File: src/sv/tvt_pkg.sv
package tvt_pkg;

  // Default configuration
  localparam int unsigned ENTRIES_DEF   = 64;
  localparam int unsigned TAG_BYTES_DEF = 8;

  // Fixed field widths
  localparam int unsigned FUNC_W   = 2;
  localparam int unsigned SUB_W    = 5;
  localparam int unsigned SUBS     = 32;
  localparam int unsigned KEY_W    = 64;
  localparam int unsigned VAL_W    = 32;
  localparam int unsigned STATUS_W = 3;

  typedef enum logic [FUNC_W-1:0] {
    FN_READ  = 2'd0,
    FN_WRITE = 2'd1,
    FN_MARK  = 2'd2
  } func_e;

  typedef enum logic [STATUS_W-1:0] {
    STS_NOT_FOUND     = 3'd0,
    STS_FOUND_CHANGED = 3'd1,
    STS_FOUND_SAME    = 3'd2,
    STS_WRITTEN       = 3'd3,
    STS_FULL          = 3'd4,
    STS_MARKED        = 3'd5
  } status_e;

  typedef enum logic [1:0] {
    S_IDLE,
    S_LOOKUP,
    S_COMPARE,
    S_DONE
  } state_e;

  // Row write-back forms
  typedef enum logic [1:0] {
    WB_MARK,    // set the subscriber's flag
    WB_CLEAR,   // clear the subscriber's flag
    WB_UPDATE,  // new value, flags for everyone but the writer
    WB_APPEND   // new key, value and flags
  } wb_e;

  typedef struct packed {
    logic    accept;
    logic    rd_en;
    logic    wr_en;
    wb_e     wr_sel;
    logic    idx_inc;
    logic    res_load;
    status_e res_status;
    logic    res_hit;
    logic    out_load;
  } cmd_t;

  typedef struct packed {
    logic [FUNC_W-1:0] func;
    logic              key_empty;
    logic              idx_end;
    logic              full;
    logic              match;
    logic              flag;
  } sts_t;

endpackage

File: src/sv/tvt_ctrl.sv
module tvt_ctrl (
  input  logic          clk_i,
  input  logic          rst_ni,
  input  logic          in_valid_i,
  output logic          in_ready_o,
  output logic          out_valid_o,
  input  logic          out_ready_i,
  input  tvt_pkg::sts_t sts_i,
  output tvt_pkg::cmd_t cmd_o
);

  tvt_pkg::state_e state_q, state_d;
  logic            out_valid_q, out_valid_d;
  logic            miss;

  // Lookup ends without a hit when the scan passed the last valid row,
  // or when an empty key can never match
  assign miss = sts_i.idx_end ||
                (sts_i.key_empty && (sts_i.func != tvt_pkg::FN_MARK));

  always_comb begin
    state_d = state_q;
    case (state_q)
      tvt_pkg::S_IDLE: begin
        if (in_valid_i) state_d = tvt_pkg::S_LOOKUP;
      end
      tvt_pkg::S_LOOKUP: begin
        state_d = cmd_o.res_load ? tvt_pkg::S_DONE : tvt_pkg::S_COMPARE;
      end
      tvt_pkg::S_COMPARE: begin
        state_d = cmd_o.res_load ? tvt_pkg::S_DONE : tvt_pkg::S_LOOKUP;
      end
      tvt_pkg::S_DONE: begin
        if (cmd_o.out_load) state_d = tvt_pkg::S_IDLE;
      end
      default: state_d = tvt_pkg::S_IDLE;
    endcase
  end

  always_comb begin
    cmd_o = '0;
    case (state_q)
      tvt_pkg::S_IDLE: begin
        cmd_o.accept = in_valid_i;
      end
      tvt_pkg::S_LOOKUP: begin
        case (sts_i.func)
          tvt_pkg::FN_READ: begin
            if (miss) begin
              cmd_o.res_load   = 1'b1;
              cmd_o.res_status = tvt_pkg::STS_NOT_FOUND;
            end else begin
              cmd_o.rd_en = 1'b1;
            end
          end
          tvt_pkg::FN_WRITE: begin
            if (miss) begin
              cmd_o.res_load = 1'b1;
              if (sts_i.full) begin
                cmd_o.res_status = tvt_pkg::STS_FULL;
              end else begin
                cmd_o.res_status = tvt_pkg::STS_WRITTEN;
                cmd_o.wr_en      = !sts_i.key_empty;
                cmd_o.wr_sel     = tvt_pkg::WB_APPEND;
              end
            end else begin
              cmd_o.rd_en = 1'b1;
            end
          end
          tvt_pkg::FN_MARK: begin
            if (sts_i.idx_end) begin
              cmd_o.res_load   = 1'b1;
              cmd_o.res_status = tvt_pkg::STS_MARKED;
            end else begin
              cmd_o.rd_en = 1'b1;
            end
          end
          default: begin
            cmd_o.res_load   = 1'b1;
            cmd_o.res_status = tvt_pkg::STS_NOT_FOUND;
          end
        endcase
      end
      tvt_pkg::S_COMPARE: begin
        case (sts_i.func)
          tvt_pkg::FN_READ: begin
            if (sts_i.match) begin
              cmd_o.wr_en      = 1'b1;
              cmd_o.wr_sel     = tvt_pkg::WB_CLEAR;
              cmd_o.res_load   = 1'b1;
              cmd_o.res_hit    = 1'b1;
              cmd_o.res_status = sts_i.flag ? tvt_pkg::STS_FOUND_CHANGED
                                            : tvt_pkg::STS_FOUND_SAME;
            end else begin
              cmd_o.idx_inc = 1'b1;
            end
          end
          tvt_pkg::FN_WRITE: begin
            if (sts_i.match) begin
              cmd_o.wr_en      = 1'b1;
              cmd_o.wr_sel     = tvt_pkg::WB_UPDATE;
              cmd_o.res_load   = 1'b1;
              cmd_o.res_status = tvt_pkg::STS_WRITTEN;
            end else begin
              cmd_o.idx_inc = 1'b1;
            end
          end
          tvt_pkg::FN_MARK: begin
            cmd_o.wr_en   = 1'b1;
            cmd_o.wr_sel  = tvt_pkg::WB_MARK;
            cmd_o.idx_inc = 1'b1;
          end
          default: begin
            cmd_o.idx_inc = 1'b1;
          end
        endcase
      end
      tvt_pkg::S_DONE: begin
        cmd_o.out_load = !out_valid_q || out_ready_i;
      end
      default: begin
        cmd_o = '0;
      end
    endcase
  end

  always_comb begin
    if (cmd_o.out_load) begin
      out_valid_d = 1'b1;
    end else if (out_ready_i) begin
      out_valid_d = 1'b0;
    end else begin
      out_valid_d = out_valid_q;
    end
  end

  always_ff @(posedge clk_i or negedge rst_ni) begin
    if (!rst_ni) begin
      state_q     <= tvt_pkg::S_IDLE;
      out_valid_q <= 1'b0;
    end else begin
      state_q     <= state_d;
      out_valid_q <= out_valid_d;
    end
  end

  assign in_ready_o  = (state_q == tvt_pkg::S_IDLE);
  assign out_valid_o = out_valid_q;

  a_compare_after_lookup: assert property (@(posedge clk_i) disable iff (!rst_ni)
    state_q == tvt_pkg::S_COMPARE |-> $past(state_q) == tvt_pkg::S_LOOKUP)
    else $error("compare step without a preceding table read");

  a_write_in_scan: assert property (@(posedge clk_i) disable iff (!rst_ni)
    cmd_o.wr_en |-> (state_q == tvt_pkg::S_LOOKUP || state_q == tvt_pkg::S_COMPARE))
    else $error("table write outside a scan");

  a_out_hold: assert property (@(posedge clk_i) disable iff (!rst_ni)
    out_valid_q && !out_ready_i |=> out_valid_q)
    else $error("result dropped before it was taken");

endmodule

File: config.mk
export PLATFORM = sky130hd
export DESIGN_NAME = tvt_ctrl
export DESIGN_NICKNAME = d
export VERILOG_FILES = /design/src/sv/tvt_pkg.sv /design/src/sv/tvt_ctrl.sv
export SDC_FILE = /design/constraint.sdc
export NUM_CORES = 1
export LEC_CHECK = 0
export ABC_AREA = 0
export BUFFER_PORTS_ARGS = -buffer_cell sky130_fd_sc_hd__buf_2
export CAP_MARGIN = 20
export CORE_AREA = 4 4 41 43
export CTS_BUF_LIST = sky130_fd_sc_hd__clkbuf_4
export DETAILED_ROUTE_END_ITERATION = 6
export DIE_AREA = 0 0 45 47
export GPL_ROUTABILITY_DRIVEN = 0
export GPL_TIMING_DRIVEN = 0
export PLACE_DENSITY = 0.65
export SETUP_SLACK_MARGIN = 0.4
export SYNTH_ARGS = -nofsm -noshare
export SYNTH_HDL_FRONTEND = slang
export SYNTH_SLANG_ARGS = --single-unit
File: constraint.sdc
create_clock -name clk_i -period 1.3 [get_ports clk_i]
set_input_delay 0.26 -clock clk_i [delete_from_list [all_inputs] [get_ports clk_i]]
set_output_delay 0.26 -clock clk_i [all_outputs]
set_load 0.02 [all_outputs]
# == Word level (Yosys, flattened, before mapping) ==
# Cells that the tools add are included.
# totals
register_bits,3
word_cells,55
# op_classes
n_eq_ne,8
muxes,35
reduce_logical,10
# ops
op,n
3-bit two-way mux,6
4-bit two-way mux,4
4-bit one-hot mux with 2 select lines,2
1-bit two-way mux,13
4-bit one-hot mux with 3 select lines,1
3-bit one-hot mux with 3 select lines,1
2-bit two-way mux,4
2-bit one-hot mux with 4 select lines,1
2-bit == test (second input constant),3
2-bit inequality test (second input constant),3
3-bit one-hot mux with 2 select lines,1
5-bit two-way mux,1
2-bit by 1-bit == test with 1-bit output (second input constant),2
2-bit logical NOT,2
1-bit logical NOT,2
1-bit logical OR,2
1-bit one-hot mux with 2 select lines,1
2-bit AND reduction,1
2-bit nonzero test,1
2-bit OR reduction,1
1-bit logical AND,1

# == Logic depth before layout (Yosys ltp) ==
# logic_depth
depth_word,8
ltp_mapped,6
mapped_depth_nobuf,6

# == Worst setup path before layout ==
# Ideal clock, no wire load.
# synth_path
kind,register -> output
from,reg state_q[0]
to,out cmd_o[7] in the netlist's numbering
arrival_time_ps,1472
required_time_ps,1040
slack_ps,-432
stages_incl_launch_ff,5
path_buffers,0
path_cell_list,dfrtp_1 > inv_1 > ha_1 > nand2_1 > o31ai_1
# synth_rtl
item,line_no,rtl
from (decl),tvt_ctrl.sv:12,"tvt_pkg::state_e state_q, state_d;"
from (signal assigned),tvt_ctrl.sv:139,state_q <= tvt_pkg::S_IDLE;
from (signal assigned),tvt_ctrl.sv:142,state_q <= state_d;
to (decl),tvt_ctrl.sv:9,output tvt_pkg::cmd_t cmd_o

==> qor.yml <==
pre_cts_ws_ns: -0.459
finalCritPeriodShare: 1.42
hold_viol_final: 0
clock_tree.root_cell: "clkbuf_4"
synth_top_cells_by_area: "dfrtp_1 17%, ha_1 11%, and2_1 5.7%"
grt_overflow_total: 0
grt_usage: 0.159
leakage_nw: 0.431
cts_made_buffers: 3
drive_above_1_share: 0.773
ys_seq_area_frac: 0.171
report.final.slew_viol_count: 0
worstSetupEndpointType: "primary output"
die_area_mm2: 0.00212
r2r_start: "state_q[0]$_DFFE_PN0P_"
dieWidth_um: 45
postLayoutCoreUtil: 0.742
vias_per_cell: 4.88
port_buffers: 23
start_util: 0.337
mostFrequentLayoutCells: "14 x buf_6, 12 x buf_4, 11 x buf_2"
relSlewSlack: 0.845
critPathSlowestCell: "dfrtp_2"
grt_max_degree: 10
placedCellCount: 94
syn_nets: 71
syn2layout_area_growth_pct: 120
final_cells: 112
syn_avg_cell_area_um2: 7.84
violations: "setup timing"
routed_wl_um: 1480
synth-seq-cells: 3
clock_latency_ns: 0.24
rsz0062_at_grt: "yes"
cts_sinks: 3
place_hpwl_um: 952
finalClockSkew_ns: 0.00160
path_class: "flop to primary output"
setup_slack_ns: -0.547
num_vias: 546
die_h_um: 47
cp-start-kind: "flop"
grt_pass1_vias: 557
drtIter0Drc: 5
final_antenna_net_count: 0
wire_per_inst_um: 13.2
ys_async_sr_fraction: 1.00
postSynth.topFlopCell: "dfrtp_1"
reg2reg_slack_ns: -0.17
boundaryPins: 25
syn-cell-area_um2: 439
synth_cells: 56
power.density_mw_per_mm2: 1890
setup_tns_ns: -5.31
fmax_mhz: 541
whs_ns: 0.345
cp_slowest_stage_delay_ns: 0.42
fin_area_um2: 966
period_minus_slack_ns: 1.85
ir_drop_v: 0.00121
antenna_found_initial: 0
placed_area_um2: 668
diodes: 0
num_rows: 13
required_ns: 1.04
crit_fanout: 4
path_cells: "inv_4, ha_4, nor4b_4, nand2_2, o22ai_4, buf_6"
holdCritPathClass: "input pin to async pin"
firstDrtPassIters: 4
core_mm2: 0.00130
worstMarginPinSlew_ns: 0.232
cts-htree-levels: 1
drcViolationCount: 0
final_common_cell: "buf_6"
arrival_ns: 1.59
setup_viol: 15
grt_pass1_wl_um: 2350
cts_tree: "yes"
final_net_count: 113
cts.path.max_buffers: 2
synth-edff-count: 0
synthDominantCellAreaShare: 0.171
synthDistinctLibCells: 29
r2r.worst_path.cells: 6
drv_cap: 0
rr_endpoint: "state_q[0]$_DFFE_PN0P_"
yosys_warnings: 0
outcome: "finished, violations left"
power.total_mw: 1.82
clkTransAtPathRegs_ns: 0.04
synth_largest_area_cell: "dfrtp_1"
-- power by group --
part           switching (mW)  internal [mW]
logic                   0.694          0.731
registers              0.0643          0.146
clock network          0.0507          0.136
-- synthesized netlist by cell type, types with 2 or more instances --
library cell  count
nand2_1           6
inv_1             5
and2_1            4
ha_1              4
nor2_1            4
dfrtp_1           3
nand2b_1          3
o21ai_0           3
buf_4             2
mux2i_1           2
o21ai_1           2
-- routing by layer --
layer | part of all wire | global-route usage | vias up
li1 | - | - | 276
met1 | 0.39 | 0.175 | 242
met5 | 0 | 0 | -
met3 | 0.061 | 0.0307 | 6
met4 | 0.034 | 0.0760 | 0
met2 | 0.52 | 0.291 | 22
-- worst max-delay path: cells and delay by family, from the launching register on --
| kind | cells | cell delay (ns) |
|---|---|---|
| fa+ha+maj | 1 | 0.13 |
| flops | 1 | 0.42 |
| buf+inv | 2 | 0.23 |
| simple gates | 2 | 0.38 |
| compound gates | 1 | 0.18 |
-- sequential cells by signal, summed over array words and instances (netlist names) --
signal	cells
out_valid_o	1
state_q	2
-- final cells by class --
class                   count  area [µm²]
inverters                   5        21.3
fillers                    83         335
flip-flops and latches      3        77.6
clock buffers               4        30.0
multi-input cells          46         490
well taps                  15        18.8
repair buffers             37         305
plain buffers               2        22.5
-- cells by family (layout without fill, tap and decap cells) --
| family | after synthesis | in the layout | synth area share |
|---|---|---|---|
| AOI/OAI and AO/OA | 14 | 14 | 0.214 |
| DFF | 3 | 3 | 0.171 |
| and+or+nand+nor | 26 | 26 | 0.379 |
| adders and majority gates | 4 | 4 | 0.114 |
| muxes | 2 | 2 | 0.0456 |
| buffers and inverters | 7 | 48 | 0.0769 |
-- worst max path at each step --
stage                                       from  endpoint  slack [ns]  cells after the start
after global placement    state_q[1]$_DFFE_PN0P_  cmd_o[3]       -0.45                      6
after detailed placement  state_q[1]$_DFFE_PN0P_  cmd_o[3]       -0.46                      6
after floorplan           state_q[1]$_DFFE_PN0P_  cmd_o[7]       -0.23                      4
after global routing      state_q[1]$_DFFE_PN0P_  cmd_o[9]       -0.60                      6
final                     state_q[1]$_DFFE_PN0P_  cmd_o[9]       -0.55                      6
after CTS                 state_q[1]$_DFFE_PN0P_  cmd_o[9]       -0.53                      6
-- timing repair --
action                     CTS  global route
pin swaps                    5             1
hold buffers                 1             0
setup endpoints to repair   17            17
hold endpoints to repair     3             0
setup buffers               11             2
resized for setup           39             4
No activity file was read; power rests on OpenSTA's default activity.
